[src/rtl/macroblock_provenance_tracker_macros.svh]
// ----------------------------------------------------------------------------
// macroblock provenance tracker assertion macros
// checks compiled in for simulation, empty bodies for synthesis
// ----------------------------------------------------------------------------
`ifndef MACROBLOCK_PROVENANCE_TRACKER_MACROS_SVH
`define MACROBLOCK_PROVENANCE_TRACKER_MACROS_SVH

`ifndef SYNTHESIS

// same-cycle implication
`define MPT_ASSERT_IMPLY(label, clk, rst, a, b) \
  label: assert property (@(posedge clk) disable iff (rst) (a) |-> (b)) \
    else $error("mpt assertion failed");

// next-cycle implication
`define MPT_ASSERT_NEXT(label, clk, rst, a, b) \
  label: assert property (@(posedge clk) disable iff (rst) (a) |=> (b)) \
    else $error("mpt assertion failed");

`else

`define MPT_ASSERT_IMPLY(label, clk, rst, a, b)
`define MPT_ASSERT_NEXT(label, clk, rst, a, b)

`endif

`endif

[src/rtl/mpt_pkg.sv]
// ----------------------------------------------------------------------------
// mpt_pkg
// shared codes, constants, control types and helpers of the tracker
// ----------------------------------------------------------------------------
package mpt_pkg;

  localparam logic [1:0] OP_DECODE = 2'd0;
  localparam logic [1:0] OP_WRITE  = 2'd1;
  localparam logic [1:0] OP_CHECK  = 2'd2;
  localparam logic [1:0] OP_STOP   = 2'd3;

  localparam int CELL_WORDS = 24;
  localparam int CELL_LINES = 16;
  localparam int MB_STRIDE  = 768;
  localparam int LINE_LIMIT = 512;
  localparam int X_LIMIT    = 1024;
  localparam int DIV_STEPS  = 20;

  typedef struct packed {
    logic load;
    logic stop;
    logic dec_span;
    logic dec_update;
    logic div_start;
    logic div_step;
    logic wr_start;
    logic wr_adv;
    logic clr_setup;
    logic walk_step;
    logic walk_init;
    logic ram_we;
    logic ram_tag;
    logic ft_start;
    logic ft_next;
    logic ft_off;
    logic ft_mul;
    logic ft_k;
    logic ft_tag;
    logic ft_miss;
    logic up_setup;
    logic hit;
    logic miss;
    logic finish;
  } mpt_cmd_t;

  typedef struct packed {
    logic [1:0] op;
    logic ring_ready;
    logic w_zero;
    logic rows_zero;
    logic aligned;
    logic loop_ok;
    logic tail;
    logic clr_empty;
    logic cell_in_grid;
    logic div_done;
    logic ft_skip;
    logic ft_match;
    logic ft_last;
    logic up_ok;
    logic up_empty;
    logic tag_bad;
    logic walk_last;
  } mpt_status_t;

  // exact v / 3 for any 24-bit v by reciprocal multiply
  function automatic logic [23:0] div3(input logic [23:0] v);
    logic [47:0] p;
    p = 48'(v) * 48'(24'hAAAAAB);
    return 24'(p >> 25);
  endfunction

endpackage

[src/rtl/mpt_controller.sv]
// ----------------------------------------------------------------------------
// mpt_controller
// sequencer for decode, video write, upload check and stop transactions
// ----------------------------------------------------------------------------
module mpt_controller
  import mpt_pkg::*;
(
  input  logic        clk,
  input  logic        rst,
  input  logic        in_valid,
  output logic        in_ready,
  output logic        out_valid,
  input  logic        out_ready,
  input  mpt_status_t status,
  output mpt_cmd_t    cmd
);

  typedef enum logic [18:0] {
    S_CLEAR  = 19'h00001,
    S_IDLE   = 19'h00002,
    S_OP     = 19'h00004,
    S_DEC    = 19'h00008,
    S_DIV    = 19'h00010,
    S_WSET   = 19'h00020,
    S_WLOOP  = 19'h00040,
    S_FT_OFF = 19'h00080,
    S_FT_MUL = 19'h00100,
    S_FT_CHK = 19'h00200,
    S_FT_TAG = 19'h00400,
    S_CELL   = 19'h00800,
    S_CSET   = 19'h01000,
    S_CWALK  = 19'h02000,
    S_UP     = 19'h04000,
    S_UPCHK  = 19'h08000,
    S_URD    = 19'h10000,
    S_UCHK   = 19'h20000,
    S_DONE   = 19'h40000
  } state_t;

  state_t state, state_next;

  assign in_ready = state == S_IDLE;

  always_comb begin
    cmd        = '0;
    state_next = state;
    case (state)
      S_CLEAR: begin
        cmd.ram_we    = 1'b1;
        cmd.walk_step = 1'b1;
        if (status.walk_last) begin
          state_next = S_IDLE;
        end
      end
      S_IDLE: begin
        if (in_valid) begin
          cmd.load   = 1'b1;
          state_next = S_OP;
        end
      end
      S_OP: begin
        case (status.op)
          OP_DECODE: begin
            cmd.dec_span = 1'b1;
            state_next   = S_DEC;
          end
          OP_WRITE: begin
            if (!status.ring_ready || status.w_zero) begin
              state_next = S_DONE;
            end else begin
              cmd.div_start = 1'b1;
              state_next    = S_DIV;
            end
          end
          OP_CHECK: begin
            cmd.up_setup = 1'b1;
            state_next   = S_UP;
          end
          default: begin
            cmd.stop   = 1'b1;
            state_next = S_DONE;
          end
        endcase
      end
      S_DEC: begin
        cmd.dec_update = 1'b1;
        state_next     = S_DONE;
      end
      S_DIV: begin
        cmd.div_step = 1'b1;
        if (status.div_done) begin
          state_next = S_WSET;
        end
      end
      S_WSET: begin
        cmd.wr_start = 1'b1;
        if (status.rows_zero) begin
          state_next = S_DONE;
        end else if (status.aligned) begin
          state_next = S_WLOOP;
        end else begin
          state_next = S_CSET;
        end
      end
      S_WLOOP: begin
        if (status.loop_ok) begin
          cmd.ft_start = 1'b1;
          state_next   = S_FT_OFF;
        end else if (status.tail) begin
          state_next = S_CSET;
        end else begin
          state_next = S_DONE;
        end
      end
      S_FT_OFF: begin
        if (!status.ft_skip) begin
          cmd.ft_off = 1'b1;
          state_next = S_FT_MUL;
        end else if (status.ft_last) begin
          cmd.ft_miss = 1'b1;
          state_next  = S_CELL;
        end else begin
          cmd.ft_next = 1'b1;
        end
      end
      S_FT_MUL: begin
        cmd.ft_mul = 1'b1;
        state_next = S_FT_CHK;
      end
      S_FT_CHK: begin
        if (status.ft_match) begin
          cmd.ft_k   = 1'b1;
          state_next = S_FT_TAG;
        end else if (status.ft_last) begin
          cmd.ft_miss = 1'b1;
          state_next  = S_CELL;
        end else begin
          cmd.ft_next = 1'b1;
          state_next  = S_FT_OFF;
        end
      end
      S_FT_TAG: begin
        cmd.ft_tag = 1'b1;
        state_next = S_CELL;
      end
      S_CELL: begin
        cmd.ram_we  = status.cell_in_grid;
        cmd.ram_tag = 1'b1;
        cmd.wr_adv  = 1'b1;
        state_next  = S_WLOOP;
      end
      S_CSET: begin
        cmd.clr_setup = 1'b1;
        state_next    = status.clr_empty ? S_DONE : S_CWALK;
      end
      S_CWALK: begin
        cmd.ram_we    = 1'b1;
        cmd.walk_step = 1'b1;
        if (status.walk_last) begin
          state_next = S_DONE;
        end
      end
      S_UP: begin
        state_next = S_UPCHK;
      end
      S_UPCHK: begin
        if (!status.up_ok) begin
          cmd.miss   = 1'b1;
          state_next = S_DONE;
        end else if (status.up_empty) begin
          cmd.hit    = 1'b1;
          state_next = S_DONE;
        end else begin
          cmd.walk_init = 1'b1;
          state_next    = S_URD;
        end
      end
      S_URD: begin
        state_next = S_UCHK;
      end
      S_UCHK: begin
        if (status.tag_bad) begin
          cmd.miss   = 1'b1;
          state_next = S_DONE;
        end else if (status.walk_last) begin
          cmd.hit    = 1'b1;
          state_next = S_DONE;
        end else begin
          cmd.walk_step = 1'b1;
          state_next    = S_URD;
        end
      end
      S_DONE: begin
        if (!out_valid || out_ready) begin
          cmd.finish = 1'b1;
          state_next = S_IDLE;
        end
      end
      default: begin
        state_next = S_IDLE;
      end
    endcase
  end

  always_ff @(posedge clk) begin
    if (rst) begin
      state     <= S_CLEAR;
      out_valid <= 1'b0;
    end else begin
      state <= state_next;
      if (cmd.finish) begin
        out_valid <= 1'b1;
      end else if (out_ready) begin
        out_valid <= 1'b0;
      end
    end
  end

endmodule

[config.mk]
export PLATFORM = sky130hd
export DESIGN_NAME = mpt_controller
export DESIGN_NICKNAME = d
export VERILOG_FILES = /design/src/rtl/macroblock_provenance_tracker_macros.svh /design/src/rtl/mpt_pkg.sv /design/src/rtl/mpt_controller.sv
export SDC_FILE = /design/constraint.sdc
export NUM_CORES = 1
export LEC_CHECK = 0
export ABC_AREA = 1
export ABC_CLOCK_PERIOD_IN_PS = 1900
export BUFFER_PORTS_ARGS = -buffer_cell sky130_fd_sc_hd__buf_2
export CORE_AREA = 2 2 74 90
export DETAILED_ROUTE_END_ITERATION = 8
export DIE_AREA = 0 0 76 92
export PLACE_DENSITY = 0.52
export REMOVE_ABC_BUFFERS = 1
export SYNTH_ARGS = -nofsm -noshare
export SYNTH_HDL_FRONTEND = slang
export SYNTH_SLANG_ARGS = --single-unit
[constraint.sdc]
create_clock -name clk -period 1.9 [get_ports clk]
set_clock_uncertainty 0.15 [all_clocks]
set_input_delay 0.095 -clock clk [delete_from_list [all_inputs] [get_ports clk]]
set_output_delay 0.095 -clock clk [all_outputs]
set_load 0.005 [all_outputs]
# After elaboration in Yosys (flattened, before gate mapping)
# Cells that the tools add are included.
# totals
wordCells	108
register_bits	20
in_bits	22
out_inout_bits	26
# classes
muxes	70
n_eq_ne	27
reduce_logical	9
# op_table
op	n
$pmux W19 S19	1
$mux W19	17
$pmux W19 S3	1
$mux W1	43
$eq A19 B1 Y1 const B	1
$eq A19 B10 Y1 const B	1
$eq A19 B11 Y1 const B	1
$eq A19 B12 Y1 const B	1
$eq A19 B13 Y1 const B	1
$eq A19 B14 Y1 const B	1
$eq A19 B15 Y1 const B	1
$eq A19 B16 Y1 const B	1
$eq A19 B17 Y1 const B	1
$eq A19 B18 Y1 const B	1
$eq A19 B19 Y1 const B	1
$eq A19 B2 Y1 const B	1
$eq A19 B3 Y1 const B	1
$eq A19 B4 Y1 const B	1
$eq A19 B5 Y1 const B	1
$eq A19 B6 Y1 const B	1
$eq A19 B7 Y1 const B	1
$eq A19 B8 Y1 const B	1
$eq A19 B9 Y1 const B	1
$mux W13	1
other kinds (15)	24

# Depth between registers and ports, before layout
# Gate-level depths: netlist (run 1).
# depth
word_depth	5
mapped_depth	12
mapped_depth_nobuf	12

# Least setup slack after synthesis (run 1)
# No wires, ideal clock.
# synth_path
kind	register to register
start	register state[12]
end	register state[16]
setup_time_ps	111
stages_incl_launch_ff	11
n_path_buf	2
t_required_ps	1639
arrival_time_ps	1351
setup_slack_ps	288
synth_period_minus_slack_ps	1612
cell_sequence	dfxtp_1 -> nor2_2 -> nand2_4 -> nor2_4 -> buf_6 -> nand4_2 -> nand3_4 -> nor2_8 -> buf_6 -> nand3_1 -> inv_1
# synth_via
elab_chain_len	3
elab_cells_between_ends	27
classes_between	eq/ne (25); mux (1); reduce/logical (1)
# synth_lines
item	line	rtl
start, declared	mpt_controller.sv:40	state_t state, state_next;
start signal, assigned	mpt_controller.sv:210	state <= state_next;
$eq A19 B8 Y1, or another cell as far along	mpt_controller.sv:47	case (state)
$ne A3 B3 Y1 (no line) / $ne A2 B2 Y1 (equally long branches)	-	
$reduce_and A6 Y1 (no line)	-	
# Several ways; a longest one is shown, not always the timed one.
# A chain may end at the register's enable or synchronous reset.

# Worst setup path in the final report (run 1)
# layout_path
start	register state[11]
end	register state[11]
# The elaborated chain is that of the path after synthesis.

==> summary.md, run 1 <==
| Metric | Value |
|---|---|
| Layout area overhead | `45.5%` |
| Via/cell ratio | `about 4.5` |
| Post-DP Area | `between 0.002 and 0.0025 sq mm` |
| DP HPWL | `3970 um` |
| Placed insts | `approximately 410` |
| Main combinational cell family by area after synthesis | `simple AND/OR/NAND/NOR gates` |
| I/O pin cnt | `between 40 and 50` |
| Util after Layout | `a little over two fifths` |
| CTS clk-pin slew, worst paths | `0.08 ns` |
| Aggregate global routing overflow | `0` |
| First-pass GRT wire length | `roughly 8300 um` |
| Worst-margin pin slew | `between 0.3 and 0.4 ns` |
| Status | `finished, final reports clean` |
| Critical path, cell by cell | `nor2_4 > nand2_4 > nor2_8 > buf_6 > nand4_2 > nand3_4 > nor2_8 > buf_12 > nand3_1 > inv_1` |
| Max cap viols | `0` |
| CTS Buffer Depth | `2` |
| Htree depth | `1` |
| Setup Viol. Count Final | `0` |
| CP Launch Type | `flip-flop` |
| WL/cell | `12.0 um` |
| TritonCTS buffer count | `3` |
| Worst-Skew Late Latency | `approximately 0.26 ns` |
| CTS Root Cell | `clkbuf_8` |
| Setup Crit Path Kind | `flip-flop to flip-flop` |
| Crit-path most repeated cell | `nor2_8` |
| Final nets | `~390` |
| DRC violations left | `0` |
| FF+latch count, synth | `20` |
| Adder-Cell Fraction of Synth Area | `0%` |
| Syn Inst Count | `281` |
| Core ar. | `0.00621 sq mm` |
| Post-synth cell types | `33` |
| Cell taking the most area after synthesis | `dfxtp_1` |
| DR vias | `between 1500 and 2000` |
| Fmax achieved | `~0.54 GHz` |
| Largest net degree at the start of global routing | `20` |
| Final WS setup | `between 0.03 and 0.04 ns` |
| Crit end category | `flip-flop` |
| Antenna violations before repair | `0` |
| Max stage delay on crit path | `around 0.36 ns` |
| DR pass1 iterations | `5` |
| Pwr per Cell Area | `about 600 mW/mm^2` |
| Total power | `1570 uW` |
| Die H | `92 um` |
| Fill count | `669` |
| Initial Util | `approximately 29%` |
| Post-synthesis cell area | `between 0.0015 and 0.002 sq mm` |
| Slowest stage cell, crit path | `dfxtp_4` |
| Rel. slew slack | `between 70% and 80%` |
| Final hold violation count | `0` |
| Post-Synth XOR/XNOR Area | `0%` |
| Synth Area in Compound Gates | `around 4.7%` |
| Vias in the first global route | `roughly 1800` |
| CP Max Fanout | `9` |
| RSZ-0062 raised after global routing | `yes` |
| Final Slew Violations | `0` |
| Number of antenna diodes | `0` |
| Area contributors post-synth | `dfxtp_1 (22%), nand2_1 (12%), inv_1 (11%), nor2_1 (8.8%), nand3_2 (6.7%)` |
| CTS tree | `yes` |
| Layout cells sized above 1 | `a little under half` |
| Post-synthesis mux area share | `0%` |
| Mean Syn Cell Area | `6.40 sq um` |
| Yosys warnings | `0` |
| Die width | `approximately 76 um` |
| Min-Delay Path Class | `primary input to flip-flop` |
| Pre-CTS setup slack | `~0.024 ns` |
| Worst reg2reg setup slack | `just under 0.04 ns` |
| Fin cells | `446` |
| Fin crit period | `approximately 1.9 ns` |
| Arrival time worst endpoint | `between 1.5 and 2 ns` |
| RD Place Congestion | `between 0.8 and 0.9` |
| Die area | `around 0.007 sq mm` |
| Req. time, crit path | `around 1.9 ns` |
| Row cnt | `32` |
| Final wirelength | `between 5000 and 6000 um` |
| PortBufs | `47` |
| Final instance area | `roughly 0.0026 sq mm` |
| Post-route ant nets | `0` |
| Starting DRC count in detailed routing | `65` |
| Yosys top cell area share | `22.3%` |
| VDD IR max | `between 0.2 and 0.3 mV` |
| Pleak | `0.00144 uW` |
| Post-synthesis simple-gate area fraction | `a little under three fifths` |
| GRT Overall Usage | `14.5%` |
| Final worst path period share | `between 90% and 100%` |
| Seq/Total Area, Yosys | `22.3%` |
| Sink Count | `20` |
==> worst paths after layout <==
kind,endpoint,depth (start not counted),from
max,state[11],10,state[11]
min,out_valid,4,out_ready
max reg2reg,state[11],10,state[11]
min reg2reg,state[13],2,state[13]
==> Yosys cell counts <==
cell,count
inv_1,53
o21ai_0,4
nand3b_1,1
nand3_1,20
clkinv_1,1
nand3b_2,1
buf_2,1
nand4_2,1
buf_4,2
nor2_2,12
nand4_4,1
nor3_2,1
dfxtp_1,20
nor2_4,2
nand3_4,2
nand4_1,7
o32ai_1,1
nand2_2,3
nand2_1,56
o22ai_1,2
buf_6,2
o21ai_1,1
nor2_8,4
o211ai_1,1
inv_2,10
a31oi_1,1
buf_8,1
nor3b_1,1
nand2_4,5
nand3_2,12
a21oi_1,5
nor3_1,5
nor2_1,42
==> flip-flops by register name, summed over array words and instances (netlist names) <==
| name | cells |
|---|---|
| out_valid | 1 |
| state | 19 |
==> worst max-delay path, delay by kind of cell, from the launching register on <==
family | cells | cell delay (ns)
buffers and inverters | 3 | 0.33
flip-flops | 1 | 0.36
AND/OR/NAND/NOR | 7 | 0.91
==> cells by family after synthesis <==
family          Yosys count
flops                    20
buf+inv                  70
compound gates           15
simple gates            176
==> metrics by stage <==
stage	setup TNS, ns	hold WS, ns
6_report	0	0.0278
5_1_grt	-0.327	0.0438
2_1_floorplan	0	0.0141
3_3_place_gp	0	0.200
3_5_place_dp	0	0.196
4_1_cts	-0.0148	0.0284
==> cell type report <==
class,count,area [sq um],area share (%)
clock buffer,3,41.3,1.58
multi-input combinational,192,1260,48.1
sequential,20,422,16.1
timing repair buffer,82,548,20.9
tap,85,106,4.07
inverter,64,240,9.18
==> layer usage <==
metal	GRT usage (%)	vias up	part of all wire, %
met5	0	-	0
met4	4.09	0	0.77
met3	2.07	2	3.7
met2	27.2	43	54
met1	17.2	921	42
li1	-	1031	-
==> placed cells by master, fill, tap and decap left out, types with 4 or more instances in the layout <==
master | netlist | routed
inv_2 | 10 | 16
buf_4 | 2 | 25
nand2_2 | 3 | 9
nor2_2 | 12 | 7
nand4_1 | 7 | 7
nor2_8 | 4 | 4
dfxtp_1 | 20 | 9
dfxtp_2 | 0 | 8
nand2_4 | 5 | 5
inv_1 | 53 | 47
buf_2 | 1 | 47
dlygate4sd3_1 | 0 | 4
nand3_4 | 2 | 6
nor2_4 | 2 | 12
nand2_1 | 56 | 50
nand3_2 | 12 | 10
a21oi_1 | 5 | 4
nand3_1 | 20 | 18
nor2_1 | 42 | 38
buf_6 | 2 | 4
==> what timing repair did <==
item                                    CTS  global route
endpoints found under the hold margin     5             0
hold buffers                              4             0
endpoints found under the setup margin   16            35
gates resized for setup                  21            37
gates cloned                              0             1
pin swaps                                13            20
buffers inserted                         10            15
==> where the power goes <==
| group | total (uW) | leakage, uW | switching (uW) | internal (uW) |
|---|---|---|---|---|
| clock | 288 | 0.0000216 | 147 | 141 |
| combinational | 818 | 0.00125 | 451 | 367 |
| sequential | 464 | 0.000168 | 23.5 | 440 |
Power figures use the tool's default switching activity.
==> run 2, diff against run 1 <==
- BUFFER_PORTS_ARGS: -buffer_cell sky130_fd_sc_hd__buf_2 -> -buffer_cell sky130_fd_sc_hd__clkbuf_2
==> run 2 against run 1 <==
Effect of this change:
- via count down 0.35%
- sequential power about the same
- utilization up 0.75 points
- critical path type is now flip-flop to primary output
- non-clock buffer count shrank 4
- sequential share of layout area down 0.52 points
- power increased by 10%
- final cell count decreased by 0.90%
- die area unchanged
- critical endpoint is now cmd[2]
==> summary.md, run 2 (synthesis results as in run 1) <==
| Metric | Value |
|---|---|
| Final worst path period share | `98.4%` |
| Worst setup path start | `state[3]` |
| WL/cell | `roughly 12 um` |
| Worst r2r path cells | `13` |
| Antenna violations before repair | `0` |
| PortBufs | `between 40 and 50` |
| Die area | `between 0.006 and 0.007 sq mm` |
| Seq. cell area | `415 sq um` |
| Worst-margin pin slew | `roughly 0.33 ns` |
| Starting DRC count in detailed routing | `64` |
| Commonest cells after routing, fill and taps aside | `inv_1 (47), nand2_1 (47), clkbuf_2 (42)` |
| Sink Count | `20` |
| GRT Overall Usage | `between 10% and 20%` |
| DRC violations left | `0` |
| VDD IR max | `0.289 mV` |
| Final hold violation count | `0` |
| CTS clk-pin slew, worst paths | `0.08 ns` |
| Critical path, cell by cell | `nor2_2 > nand2_2 > nor2_4 > nand3_2 > o32ai_2 > clkbuf_2` |
| Via/cell ratio | `about 4.5` |
| Row cnt | `32` |
| First-pass GRT wire length | `8280 um` |
| Delay-heaviest family, CP | `simple AND/OR/NAND/NOR gates` |
| Largest register FFs | `19` |
| DP HPWL | `about 3900 um` |
| Rel. slew slack | `78.1%` |
| DR pass1 iterations | `4` |
| CTS tree | `yes` |
| I/O pin cnt | `between 40 and 50` |
| Fin crit period | `~1.9 ns` |
| Slowest stage cell, crit path | `dfxtp_1` |
| Layout cells sized above 1 | `a little under half` |
| Largest net degree at the start of global routing | `20` |
| Initial Util | `between 20 and 30%` |
| Core ar. | `~0.0062 sq mm` |
| Largest Register | `state` |
| Vias in the first global route | `roughly 1800` |
| Die H | `just over 90 um` |
| Die width | `~76 um` |
| Pleak | `about 0.0014 uW` |
| Final nets | `between 300 and 400` |
| Setup Viol. Count Final | `0` |
| Layout area overhead | `48.1%` |
| Reg-to-Reg Start | `state[12]` |
| Aggregate global routing overflow | `0` |
| Min-Delay Path Class | `primary input to flip-flop` |
| CTS Root Cell | `clkbuf_8` |
| Worst-Skew Late Latency | `between 0.2 and 0.3 ns` |
| Total power | `1730 uW` |
| CTS Buffer Depth | `2` |
| Area of the multi-input gates | `roughly 0.0013 sq mm` |
| Worst Setup EP | `cmd[2]` |
| Final wirelength | `about 5200 um` |
| Fill count | `648` |
| Status | `finished, final reports clean` |
| Fmax achieved | `between 0.5 and 0.6 GHz` |
| DR vias | `about 2000` |
| Top flop regs | `state: 19 flops, out_valid: 1 flops` |
| Pwr per Cell Area | `approximately 650 mW/mm^2` |
| Final hold slack | `approximately 0.016 ns` |
| Req. time, crit path | `1.65 ns` |
| CP Max Fanout | `6` |
| RSZ-0062 raised after global routing | `yes` |
| CP Launch Type | `flip-flop` |
| Setup Crit Path Kind | `flip-flop to primary output` |
| Critical path buffers and inverters | `1` |
| Number of antenna diodes | `0` |
| Reg2reg end | `state[3]` |
| Arrival time worst endpoint | `approximately 1.6 ns` |
| TritonCTS buffer count | `3` |
| Final Slew Violations | `0` |
| Htree depth | `1` |
| Critical path depth | `6` |
| Worst reg2reg setup slack | `around 0.040 ns` |
| Post-route ant nets | `0` |
| Crit end category | `primary output` |
| RD Place Congestion | `roughly 0.82` |
| Max cap viols | `0` |
| Max stage delay on crit path | `approximately 0.32 ns` |
==> run 2: cell types whose count changed in the layout (fill, tap and decap cells not counted), moves of 3 or more <==
cell	change
buf_2	-42
clkbuf_2	+42
buf_4	-6
nand2_4	+4
dfxtp_1	+3
nand2_1	-3
==> run 2: final cells by class <==
type                       count  share of cell area [%]
clock inverter                 1                    1.13
tap                           85                    3.99
clock buffer                   3                    1.55
sequential                    20                    15.6
multi-input combinational    191                    48.0
inverter                      64                    9.12
timing repair buffer          78                    20.6
==> run 2: report_power, final <==
part / internal [uW] / switching (uW) / leakage (uW) / total [uW]
sequential: 441 / 23.1 / 0.000167 / 465
combinational: 375 / 458 / 0.00124 / 833
clock: 282 / 154 / 0.0000357 / 435
total: 1100 / 635 / 0.00144 / 1730
==> run 2: stage by stage <==
step                setup TNS (ns)  instance area (sq um)  util [%]  setup slack [ns]  instances
finish                           0                   2660      42.9            0.0300        442
global route                -0.427                   2660      42.9           -0.0774        442
CTS                              0                   2350      37.8           0.00490        429
detailed placement        -0.00757                   2130      34.3          -0.00757        413
global placement                 0                   2130      34.3           0.00563        413
floorplan                        0                   1740         -             0.156        275
==> run 2: worst min path at each step <==
stage	cells past startpoint	slack [ns]	startpoint	to
6_report	4	0.02	out_ready	out_valid
3_5_place_dp	2	0.20	rst	state[18]
4_1_cts	4	0.01	status[6]	state[8]
2_1_floorplan	1	0.01	rst	out_valid
3_3_place_gp	2	0.21	rst	state[18]
5_1_grt	4	0.02	out_ready	out_valid
==> run 2: what timing repair did <==
item	in CTS	in global routing
pin swaps	8	31
resized for setup	12	55
hold buffers	3	0
endpoints found under the setup margin	19	27
endpoints found under the hold margin	4	0
buffers inserted	9	13
gates cloned	0	1
==> run 2: metal layers <==
layer	global-route usage (%)	vias up	part of all wire (%)
met5	0	-	0
met4	5.00	0	1.4
met1	17.1	921	42
met2	27.7	39	53
li1	-	1025	-
met3	1.48	5	2.7
==> run 2: worst register-to-register path, delay by kind of cell (launching register included) <==
family / cells / cell delay (ns)
flip-flops: 1 / 0.34
buffers and inverters: 5 / 0.50
AND/OR/NAND/NOR: 8 / 0.77
